==> src/design/hsl_pkg.sv <==
package hsl_pkg;

   localparam int SIG_WORDS        = 4;
   localparam int IDX_W            = 2;
   localparam int POOL_MAX         = 16;
   localparam int SLOT_W           = 4;
   localparam int CNT_W            = 5;
   localparam int DIST_W           = 9;
   localparam int DIST_MAX         = 511;
   localparam int ID_W             = 40;
   localparam int WORD_W           = 64;
   localparam int BYTES_W          = WORD_W / 8;
   localparam int BCNT_W           = 4;
   localparam int PCNT_W           = 7;
   localparam int KIND_W           = 2;
   localparam int REQ_TDATA_W      = 112;
   localparam int RSP_TDATA_W      = 56;
   localparam int QUEUE_DEPTH      = 4;
   localparam int QPTR_W           = 2;
   localparam int CSR_ADDR_W       = 3;
   localparam int CSR_DATA_W       = 32;
   localparam int KEEP_LIMIT_RESET = 16;

   localparam logic CSR_KEEP_LIMIT = 1'b0;

   typedef enum logic [KIND_W-1:0] {
      KIND_QUERY  = 2'd0,
      KIND_CAND   = 2'd1,
      KIND_FINISH = 2'd2
   } hsl_kind_type;

   typedef enum logic {
      OP_OFFER  = 1'b0,
      OP_FINISH = 1'b1
   } hsl_op_type;

   typedef struct packed {
      hsl_op_type        op;
      logic [ID_W-1:0]   doc_id;
      logic [DIST_W-1:0] distance;
   } hsl_cmd_type;

   typedef enum logic [1:0] {
      ST_IDLE   = 2'd0,
      ST_SEARCH = 2'd1,
      ST_EMIT   = 2'd2
   } hsl_state_type;

endpackage

==> src/design/hsl_front.sv <==
module hsl_front
   import hsl_pkg::*;
(
   input  logic                   clock,
   input  logic                   reset,
   input  logic                   req_tvalid,
   output logic                   req_tready,
   // word, word_index, doc_id, doc_present, doc_deleted, zero pad
   input  logic [REQ_TDATA_W-1:0] req_tdata,
   // kind
   input  logic [KIND_W-1:0]      req_tuser,
   input  logic                   req_tlast,
   output logic                   q_push,
   output hsl_cmd_type            q_data,
   input  logic                   q_full
);

   logic [WORD_W-1:0] query_ff [SIG_WORDS];

   logic [WORD_W-1:0] in_word;
   logic [IDX_W-1:0]  in_idx;
   logic [ID_W-1:0]   in_id;
   logic              in_live;
   logic              in_range;
   logic              accept;
   logic              capture;
   logic [WORD_W-1:0] diff;
   logic [BCNT_W-1:0] bc [BYTES_W];

   logic              s_valid_ff, s_valid_in;
   logic              s_fin_ff;
   logic              s_en_ff;
   logic              s_last_ff;
   logic              s_live_ff;
   logic [ID_W-1:0]   s_id_ff;
   logic [BCNT_W-1:0] s_bc_ff [BYTES_W];

   logic [DIST_W-1:0] acc_ff, acc_in;
   logic [PCNT_W-1:0] pc;
   logic [DIST_W:0]   sum;
   logic [DIST_W-1:0] dist_new;
   logic              need_push;
   logic              go;

   assign in_word  = req_tdata[WORD_W-1:0];
   assign in_idx   = req_tdata[WORD_W+IDX_W-1:WORD_W];
   assign in_id    = req_tdata[WORD_W+IDX_W+ID_W-1:WORD_W+IDX_W];
   assign in_live  = req_tdata[WORD_W+IDX_W+ID_W] && !req_tdata[WORD_W+IDX_W+ID_W+1];
   assign in_range = 32'(in_idx) < SIG_WORDS;

   assign accept  = req_tvalid && req_tready;
   assign capture = accept && (req_tuser == KIND_CAND || req_tuser == KIND_FINISH);

   assign diff = in_word ^ query_ff[in_idx];

   // per-byte bit counts, summed in the stage after
   always_comb begin
      for (int b = 0; b < BYTES_W; b++) begin
         bc[b] = '0;
         for (int j = 0; j < 8; j++) begin
            bc[b] = bc[b] + BCNT_W'(diff[8*b+j]);
         end
      end
   end

   always_comb begin
      pc = '0;
      for (int b = 0; b < BYTES_W; b++) begin
         pc = pc + PCNT_W'(s_bc_ff[b]);
      end
   end

   assign sum      = (DIST_W+1)'(acc_ff) + (s_en_ff ? (DIST_W+1)'(pc) : '0);
   assign dist_new = (sum > (DIST_W+1)'(DIST_MAX)) ? DIST_W'(DIST_MAX) : sum[DIST_W-1:0];

   assign need_push = s_fin_ff || (s_last_ff && s_live_ff);
   assign go        = s_valid_ff && !(need_push && q_full);
   assign q_push    = s_valid_ff && need_push && !q_full;
   assign req_tready = !s_valid_ff || go;

   always_comb begin
      q_data.op       = s_fin_ff ? OP_FINISH : OP_OFFER;
      q_data.doc_id   = s_id_ff;
      q_data.distance = dist_new;
   end

   always_comb begin
      acc_in = acc_ff;
      if (go) begin
         if (s_fin_ff || s_last_ff) begin
            acc_in = '0;
         end else begin
            acc_in = dist_new;
         end
      end
   end

   always_comb begin
      s_valid_in = s_valid_ff;
      if (capture) begin
         s_valid_in = 1'b1;
      end else if (go) begin
         s_valid_in = 1'b0;
      end
   end

   always_ff @(posedge clock) begin
      if (reset) begin
         s_valid_ff <= 1'b0;
         acc_ff     <= '0;
      end else begin
         s_valid_ff <= s_valid_in;
         acc_ff     <= acc_in;
      end
   end

   always_ff @(posedge clock) begin
      if (accept && req_tuser == KIND_QUERY && in_range) begin
         query_ff[in_idx] <= in_word;
      end
      if (capture) begin
         s_fin_ff  <= (req_tuser == KIND_FINISH);
         s_en_ff   <= (req_tuser == KIND_CAND) && in_live && in_range;
         s_last_ff <= req_tlast;
         s_live_ff <= in_live;
         s_id_ff   <= in_id;
         s_bc_ff   <= bc;
      end
   end

endmodule

==> src/design/hsl_fifo.sv <==
module hsl_fifo
   import hsl_pkg::*;
(
   input  logic        clock,
   input  logic        reset,
   input  logic        push,
   input  hsl_cmd_type push_data,
   output logic        full,
   input  logic        pop,
   output hsl_cmd_type pop_data,
   output logic        empty
);

   hsl_cmd_type       entries_ff [QUEUE_DEPTH];
   logic [QPTR_W:0]   wr_ptr_ff, wr_ptr_in;
   logic [QPTR_W:0]   rd_ptr_ff, rd_ptr_in;

   assign empty = (wr_ptr_ff == rd_ptr_ff);
   assign full  = (wr_ptr_ff[QPTR_W] != rd_ptr_ff[QPTR_W]) &&
                  (wr_ptr_ff[QPTR_W-1:0] == rd_ptr_ff[QPTR_W-1:0]);
   assign pop_data = entries_ff[rd_ptr_ff[QPTR_W-1:0]];

   assign wr_ptr_in = push ? wr_ptr_ff + 1'b1 : wr_ptr_ff;
   assign rd_ptr_in = pop  ? rd_ptr_ff + 1'b1 : rd_ptr_ff;

   always_ff @(posedge clock) begin
      if (reset) begin
         wr_ptr_ff <= '0;
         rd_ptr_ff <= '0;
      end else begin
         wr_ptr_ff <= wr_ptr_in;
         rd_ptr_ff <= rd_ptr_in;
      end
   end

   always_ff @(posedge clock) begin
      if (push) begin
         entries_ff[wr_ptr_ff[QPTR_W-1:0]] <= push_data;
      end
   end

`ifndef SYNTH
   a_no_push_full: assert property (@(posedge clock) disable iff (reset)
      !(push && full)) else $error("push into full queue");
   a_no_pop_empty: assert property (@(posedge clock) disable iff (reset)
      !(pop && empty)) else $error("pop from empty queue");
`endif

endmodule

==> src/design/hsl_back.sv <==
module hsl_back
   import hsl_pkg::*;
(
   input  logic                   clock,
   input  logic                   reset,
   input  logic [CNT_W-1:0]       keep_limit,
   input  logic                   q_empty,
   input  hsl_cmd_type            q_data,
   output logic                   q_pop,
   output logic                   rsp_tvalid,
   input  logic                   rsp_tready,
   // slot_doc_id, slot_distance, pool_count, zero pad
   output logic [RSP_TDATA_W-1:0] rsp_tdata,
   // empty_res
   output logic                   rsp_tuser,
   output logic                   rsp_tlast
);

   hsl_state_type     state_ff, state_in;
   logic [SLOT_W-1:0] idx_ff, idx_in;
   logic [CNT_W-1:0]  filled_ff, filled_in;
   logic [CNT_W-1:0]  n_ff;
   logic [ID_W-1:0]   cmd_doc_ff;
   logic [DIST_W-1:0] cmd_dist_ff;
   logic [SLOT_W-1:0] worst_idx_ff;
   logic [DIST_W-1:0] worst_dist_ff;
   logic [ID_W-1:0]   pool_doc_ff  [POOL_MAX];
   logic [DIST_W-1:0] pool_dist_ff [POOL_MAX];

   logic              out_valid_ff, out_valid_in;
   logic [ID_W-1:0]   out_doc_ff;
   logic [DIST_W-1:0] out_dist_ff;
   logic [CNT_W-1:0]  out_cnt_ff;
   logic              out_empty_ff;
   logic              out_last_ff;

   logic [CNT_W-1:0]  active;
   logic [ID_W-1:0]   rd_doc;
   logic [DIST_W-1:0] rd_dist;
   logic              take_new;
   logic [SLOT_W-1:0] cur_worst_idx;
   logic [DIST_W-1:0] cur_worst_dist;
   logic              search_end;
   logic              emit_end;
   logic              out_free;
   logic              fill_we;
   logic              repl_we;
   logic              emit_load;
   logic [SLOT_W-1:0] wr_addr;
   logic [ID_W-1:0]   wr_doc;
   logic [DIST_W-1:0] wr_dist;

   assign active = (keep_limit > CNT_W'(POOL_MAX)) ? CNT_W'(POOL_MAX) : keep_limit;

   assign rd_doc  = pool_doc_ff[idx_ff];
   assign rd_dist = pool_dist_ff[idx_ff];

   assign take_new       = (idx_ff == '0) || (rd_dist > worst_dist_ff);
   assign cur_worst_idx  = take_new ? idx_ff  : worst_idx_ff;
   assign cur_worst_dist = take_new ? rd_dist : worst_dist_ff;
   assign search_end     = ({1'b0, idx_ff} == active - 1'b1);
   assign emit_end       = (n_ff == '0) || ({1'b0, idx_ff} == n_ff - 1'b1);
   assign out_free       = !out_valid_ff || rsp_tready;

   always_comb begin
      state_in = state_ff;
      case (state_ff)
         ST_IDLE: begin
            if (!q_empty) begin
               if (q_data.op == OP_FINISH) begin
                  state_in = ST_EMIT;
               end else if (active != '0 && filled_ff >= active) begin
                  state_in = ST_SEARCH;
               end
            end
         end
         ST_SEARCH: begin
            if (search_end) begin
               state_in = ST_IDLE;
            end
         end
         ST_EMIT: begin
            if (out_free && emit_end) begin
               state_in = ST_IDLE;
            end
         end
         default: state_in = ST_IDLE;
      endcase
   end

   always_comb begin
      q_pop     = (state_ff == ST_IDLE) && !q_empty;
      fill_we   = q_pop && (q_data.op == OP_OFFER) && (active != '0) && (filled_ff < active);
      repl_we   = (state_ff == ST_SEARCH) && search_end && (cmd_dist_ff < cur_worst_dist);
      emit_load = (state_ff == ST_EMIT) && out_free;
      wr_addr   = fill_we ? filled_ff[SLOT_W-1:0] : cur_worst_idx;
      wr_doc    = fill_we ? q_data.doc_id   : cmd_doc_ff;
      wr_dist   = fill_we ? q_data.distance : cmd_dist_ff;
   end

   always_comb begin
      idx_in = idx_ff;
      if (q_pop) begin
         idx_in = '0;
      end else if (state_ff == ST_SEARCH && !search_end) begin
         idx_in = idx_ff + 1'b1;
      end else if (emit_load && !emit_end) begin
         idx_in = idx_ff + 1'b1;
      end
   end

   always_comb begin
      filled_in = filled_ff;
      if (fill_we) begin
         filled_in = filled_ff + 1'b1;
      end else if (emit_load && emit_end) begin
         filled_in = '0;
      end
   end

   always_comb begin
      out_valid_in = out_valid_ff;
      if (emit_load) begin
         out_valid_in = 1'b1;
      end else if (rsp_tready) begin
         out_valid_in = 1'b0;
      end
   end

   always_ff @(posedge clock) begin
      if (reset) begin
         state_ff     <= ST_IDLE;
         filled_ff    <= '0;
         out_valid_ff <= 1'b0;
      end else begin
         state_ff     <= state_in;
         filled_ff    <= filled_in;
         out_valid_ff <= out_valid_in;
      end
   end

   always_ff @(posedge clock) begin
      idx_ff <= idx_in;
      if (q_pop) begin
         cmd_doc_ff  <= q_data.doc_id;
         cmd_dist_ff <= q_data.distance;
         n_ff        <= filled_ff;
      end
      if (state_ff == ST_SEARCH) begin
         worst_idx_ff  <= cur_worst_idx;
         worst_dist_ff <= cur_worst_dist;
      end
      if (fill_we || repl_we) begin
         pool_doc_ff[wr_addr]  <= wr_doc;
         pool_dist_ff[wr_addr] <= wr_dist;
      end
      if (emit_load) begin
         out_empty_ff <= (n_ff == '0);
         out_doc_ff   <= (n_ff == '0) ? '0 : rd_doc;
         out_dist_ff  <= (n_ff == '0) ? '0 : rd_dist;
         out_cnt_ff   <= n_ff;
         out_last_ff  <= emit_end;
      end
   end

   assign rsp_tvalid = out_valid_ff;
   assign rsp_tdata  = {(RSP_TDATA_W-ID_W-DIST_W-CNT_W)'(0), out_cnt_ff, out_dist_ff, out_doc_ff};
   assign rsp_tuser  = out_empty_ff;
   assign rsp_tlast  = out_last_ff;

`ifndef SYNTH
   a_filled_bound: assert property (@(posedge clock) disable iff (reset)
      filled_ff <= CNT_W'(POOL_MAX)) else $error("pool fill count beyond pool depth");
   a_empty_marker: assert property (@(posedge clock) disable iff (reset)
      rsp_tvalid && rsp_tuser |-> rsp_tlast && out_cnt_ff == '0)
      else $error("empty marker not alone");
   a_entry_count: assert property (@(posedge clock) disable iff (reset)
      rsp_tvalid && !rsp_tuser |-> out_cnt_ff != '0)
      else $error("pool entry with zero count");
`endif

endmodule

==> src/design/hamming_top_k_shortlist_core.sv <==
// hamming shortlist: keeps the nearest documents to a query signature
// req channel: kind in tuser (query word, candidate word, finish),
//   word, word index, doc id and presence flags in tdata, last word in tlast
// rsp channel: one transfer per filled pool slot at finish, slot order,
//   or a single empty marker (tuser high); tlast on the final one
// csr port: register 0 is the keep limit, written on the apb access cycle
// front: one request per cycle; bit counts of the xor are taken on accept,
//   summed into the running distance the cycle after
// back: a pool entry is filled at queue pop; a replacement scans the pool
//   one slot per cycle over the active slots once the pool is full
// a candidate word that is not last never waits on the back half, and a last word
//   waits only once the 4-entry queue between the two halves fills
// finish: the request passes the front stage register and the queue, then the back
//   half enters its emit state, later while it is busy, and registers each result;
//   one result per cycle while rsp_tready stays high
// reset clears the pool count, the running distance and sets the keep limit
//   to 16; the query words hold no value until loaded
// a stalled rsp side holds the back half, the queue fills, then req_tready drops
module hamming_top_k_shortlist_core
   import hsl_pkg::*;
(
   input  logic                   clock,
   input  logic                   reset,
   input  logic                   req_tvalid,
   output logic                   req_tready,
   // word[63:0], word_index[65:64], doc_id[105:66], doc_present[106],
   // doc_deleted[107], zero pad[111:108]
   input  logic [REQ_TDATA_W-1:0] req_tdata,
   // kind[1:0]
   input  logic [KIND_W-1:0]      req_tuser,
   input  logic                   req_tlast,
   output logic                   rsp_tvalid,
   input  logic                   rsp_tready,
   // slot_doc_id[39:0], slot_distance[48:40], pool_count[53:49], zero pad[55:54]
   output logic [RSP_TDATA_W-1:0] rsp_tdata,
   // empty_res[0]
   output logic                   rsp_tuser,
   output logic                   rsp_tlast,
   input  logic                   csr_psel,
   input  logic                   csr_penable,
   input  logic                   csr_pwrite,
   input  logic [CSR_ADDR_W-1:0]  csr_paddr,
   input  logic [CSR_DATA_W-1:0]  csr_pwdata,
   output logic [CSR_DATA_W-1:0]  csr_prdata,
   output logic                   csr_pready
);

   logic [CNT_W-1:0] keep_limit_ff, keep_limit_in;
   logic             csr_hit;
   logic             csr_wr;

   hsl_cmd_type      push_data;
   hsl_cmd_type      pop_data;
   logic             push;
   logic             pop;
   logic             full;
   logic             empty;

   assign csr_pready = 1'b1;
   assign csr_hit    = (csr_paddr[2] == CSR_KEEP_LIMIT);
   assign csr_wr     = csr_psel && csr_penable && csr_pwrite && csr_pready && csr_hit;
   assign csr_prdata = csr_hit ? CSR_DATA_W'(keep_limit_ff) : '0;

   assign keep_limit_in = csr_wr ? csr_pwdata[CNT_W-1:0] : keep_limit_ff;

   always_ff @(posedge clock) begin
      if (reset) begin
         keep_limit_ff <= CNT_W'(KEEP_LIMIT_RESET);
      end else begin
         keep_limit_ff <= keep_limit_in;
      end
   end

   hsl_front u_front (
      .clock      (clock),
      .reset      (reset),
      .req_tvalid (req_tvalid),
      .req_tready (req_tready),
      .req_tdata  (req_tdata),
      .req_tuser  (req_tuser),
      .req_tlast  (req_tlast),
      .q_push     (push),
      .q_data     (push_data),
      .q_full     (full)
   );

   hsl_fifo u_fifo (
      .clock     (clock),
      .reset     (reset),
      .push      (push),
      .push_data (push_data),
      .full      (full),
      .pop       (pop),
      .pop_data  (pop_data),
      .empty     (empty)
   );

   hsl_back u_back (
      .clock      (clock),
      .reset      (reset),
      .keep_limit (keep_limit_ff),
      .q_empty    (empty),
      .q_data     (pop_data),
      .q_pop      (pop),
      .rsp_tvalid (rsp_tvalid),
      .rsp_tready (rsp_tready),
      .rsp_tdata  (rsp_tdata),
      .rsp_tuser  (rsp_tuser),
      .rsp_tlast  (rsp_tlast)
   );

endmodule
==> config.mk <==
export PLATFORM = sky130hd
export DESIGN_NAME = hamming_top_k_shortlist_core
export DESIGN_NICKNAME = d
export VERILOG_FILES = /design/src/design/hsl_pkg.sv /design/src/design/hsl_front.sv /design/src/design/hsl_fifo.sv /design/src/design/hsl_back.sv /design/src/design/hamming_top_k_shortlist_core.sv
export SDC_FILE = /design/constraint.sdc
export NUM_CORES = 2
export LEC_CHECK = 0
export ABC_AREA = 1
export BUFFER_PORTS_ARGS = -buffer_cell sky130_fd_sc_hd__buf_4
export CORE_UTILIZATION = 50
export CTS_CLUSTER_SIZE = 8
export DETAILED_ROUTE_END_ITERATION = 12
export MAX_ROUTING_LAYER = met4
export PLACE_DENSITY_LB_ADDON = 0.12
export SLEW_MARGIN = 15
export SYNTH_ARGS = -nofsm -noshare
export SYNTH_HDL_FRONTEND = slang
export SYNTH_SLANG_ARGS = --single-unit
==> constraint.sdc <==
create_clock -name clock -period 7 [get_ports clock]
set_input_delay 0.35 -clock clock [delete_from_list [all_inputs] [get_ports clock]]
set_output_delay 0.35 -clock clock [all_outputs]
set_load 0.05 [all_outputs]
==> qor.yml <==
outcome:
  status: "completed"
floorplan:
  ios: 250
  start_util: 0.5066
  core_um2: 118700
  dieHeight_um: 348.8
  die_w_um: 348.8
  rows: 126
  design.die.area_um2: 121700
global_route:
  grt_pass1_vias: 35850
  grt_pass1_wl_mm: 216.1
  grt-ovfl-total: 0
  grt_antenna_before_repair: 18
  grt_max_degree: 126
  grt_use_total: 0.2432
worst_setup_path:
  endpoint_kind: "flop"
  startpoint: "u_front.s_bc_ff[24]"
  required_ns: 7.46
  arrival_ns: 6.40
  critPathLaunchType: "flop"
  reg2reg_to: "u_fifo.entries_ff[1][2]"
  endpoint: "u_fifo.entries_ff[1][2]"
  rr_startpoint: "u_front.s_bc_ff[24]"
  reg2reg_depth: 23
  worstSetupPathType: "reg -> reg"
  r2r_setup_slack_ns: 1.06
  cp_max_fo: 8
routing:
  route.met3.wl_mm: 9.233
  drtIter0Drc: 3163
  via_per_inst: 5.638
  wl_met2_mm: 71.24
  top_layer: "met4"
  detail-route-antenna-nets: 0
  wl_met1_mm: 59.28
  wl_per_cell_um: 22.36
  vias: 36064
  wirelength_mm: 143.0
  drc: 0
  drt_first_pass_iters: 5
timing:
  rsz0062_at_grt: "false"
  finClkSkew_ns: 0.03529
  hold_ws_ns: 0.1641
  worst_pin_slew_ns: 1.159
  slew-limit-headroom: 0.2273
  drv_slew: 0
  final.setup.tns_ns: 0
  final_hold_viol_count: 0
  max_freq_mhz: 168.3
  setup_viol: 0
  fin_crit_sh: 0.8487
  period_minus_slack_ns: 5.941
pwr:
  ir_worst_vdd_mv: 0.4325
  p_sw_mw: 10.46
  power.internal_mw: 20.13
  clockPowerShare: 0.282
  power_frac_comb: 0.300
  seqPwrFrac: 0.417
  p_leak_nw: 24.16
  power_density_nw_per_um2: 436.5
  p_sw_frac: 0.3420
clock_network:
  cts.sink_count: 1478
  clock_path_buffers: 3
  cts_made_buffers: 202
  postCtsSetupRepairBufs: 0
  cts_tree: "yes"
  clk_latency_ns: 0.79
  clk_pin_slew_worst_paths_ns: 0.05
  cts_root_buf: "clkbuf_16"
  cts_max_level: 4
logic_synthesis:
  ys_ff_latch: 1478
  async_reset_ff_frac: 0
  synth_cells: 4402
  netlist-cell-type-count: 47
  synthDominantCellAreaShare: 0.7185
  avgSynthCellArea_um2: 13.66
  ys_seq_area_frac: 0.7315
  synth_area_leader_cell: "edfxtp_1"
  synth.area.top_cells: "edfxtp_1 (72%), o21ai_0 (3.9%), nor2_1 (3.3%), nand3_1 (2.4%), nand2_1 (2.1%)"
  yosysMostFrequentCell: "edfxtp_1"
  synth_common_cells: "edfxtp_1 (1,439), nor2_1 (525), o21ai_0 (473), nand2_1 (337), nand3_1 (287)"
  yosys_warnings: 0
  syn_area_um2: 60140
  synth_edf_count: 1439
  ys.flop_type: "edfxtp_1"
cells_and_area:
  syn_to_final_growth_pct: 16.52
  nets: 5021
  drive_gt1_frac: 0.1190
  design_area_um2: 70070
placed_design:
  placed_area_um2: 63360
  port_buffers: 186
  dp_hpwl_mm: 78.79
  gp_congestion: 0.8000
min_path:
  min_path_type: "in -> reg"
  min-delay-start: "csr_psel"
run:
  max_cap_viol_count: 0
[cells in the final DEF (no fill, tap or decap), drive strengths merged, types with 5 or more instances in the layout]
master       count
o211ai          57
ha              82
nor3            10
nand3          293
o221ai         137
edfxtp        1439
inv            208
o21ai          512
xor2            24
dfxtp           39
o22ai          104
nand2          355
a21oi           98
diode           17
conb            30
dlygate4sd3    120
clkinv           6
buf            262
fa              52
xnor2           73
clkbuf         244
nand4            7
o21a             5
a22oi           64
nor2           545
[sequential cells by signal, indices dropped and copies added (netlist names), 32 cells and up, named ones only]
register             count
u_back.cmd_doc_ff       40
u_fifo.entries_ff      200
u_front.query_ff       256
u_back.out_doc_ff       40
u_back.pool_dist_ff    144
u_front.s_bc_ff         32
u_front.s_id_ff         40
u_back.pool_doc_ff     640
[through the flow]
| stage | utilization | instances | setup slack [ns] | total power [mW] |
|---|---|---|---|---|
| 2_1_floorplan | - | 4430 | 0.7842 | 18.98 |
| 3_3_place_gp | 0.5337 | 6006 | 1.087 | 21.89 |
| 3_5_place_dp | 0.5337 | 6006 | 1.077 | 22.08 |
| 4_1_cts | 0.5899 | 6380 | 1.055 | 30.81 |
| 5_1_grt | 0.5903 | 6396 | 0.5160 | 32.26 |
| 6_report | 0.5903 | 6397 | 1.059 | 30.58 |
[worst min path at each step]
| stage | to | slack (ns) | cells past startpoint |
|---|---|---|---|
| 2_1_floorplan | u_back.out_cnt_ff[4] | 0.43 | 0 |
| 3_3_place_gp | u_front.acc_ff[0] | 0.46 | 2 |
| 3_5_place_dp | keep_limit_ff[1] | 0.47 | 2 |
| 4_1_cts | keep_limit_ff[3] | 0.11 | 4 |
| 5_1_grt | keep_limit_ff[2] | 0.17 | 4 |
| 6_report | keep_limit_ff[3] | 0.16 | 4 |
[layer usage]
metal	up-vias	global-route usage
met5	-	-
met4	0	0.07304
li1	16880	-
met3	214	0.04450
met1	17878	0.3100
met2	1092	0.3980
[power by group through the flow]
stage	sequential, mW	combinational (mW)	clock, mW
finish	12.8	9.18	8.64
floorplan	13.1	5.89	0
global route	12.8	10.3	9.16
detailed placement	12.9	9.15	0
CTS	12.8	9.24	8.80
global placement	12.9	8.98	0
[kinds of logic (layout without fill, tap and decap cells)]
group	count (synthesis)	count (layout)	synth area share
AO/OA/AOI/OAI	988	988	0.09892
XOR/XNOR	97	97	0.01413
adder cells (fa/ha/maj)	134	134	0.03437
buffers and inverters	490	840	0.03524
flip-flops	1478	1478	0.7315
other	2	47	0.0001249
AND/OR/NAND/NOR	1213	1213	0.08573
[timing repair]
| action | in CTS | in global routing |
|---|---|---|
| hold endpoints to repair | 322 | 0 |
| hold buffers | 120 | 0 |
| resized for setup | 0 | 0 |
[layout make-up]
cell class / instances / area (µm²)
Antenna cell: 17 / 42.54
Clock buffer: 244 / 5276
Inverter: 204 / 783.3
Sequential cell: 1478 / 44010
Timing Repair Buffer: 382 / 3456
Fill cell: 9236 / 48640
Clock inverter: 10 / 192.7
Tap cell: 1600 / 2002
Multi-Input combinational cell: 2462 / 14320
[worst max-delay path, stage by stage, from the launching register on]
cell and delay [ns]:
edfxtp_1 0.36, ha_1 0.23, fa_1 0.41, xor2_1 0.17, fa_1 0.49, inv_1 0.05
fa_1 0.45, fa_1 0.41, fa_1 0.51, inv_1 0.04, ha_1 0.31, a21o_1 0.19
a31oi_1 0.23, o21ai_0 0.11, a21oi_1 0.18, o21ai_0 0.09, a21oi_1 0.14, ha_1 0.31
nand2_1 0.09, nor2_1 0.05, a211oi_1 0.17, nand2_1 0.11, nand3_1 0.27, o21ai_0 0.27
(Power assumes the default switching activity.)
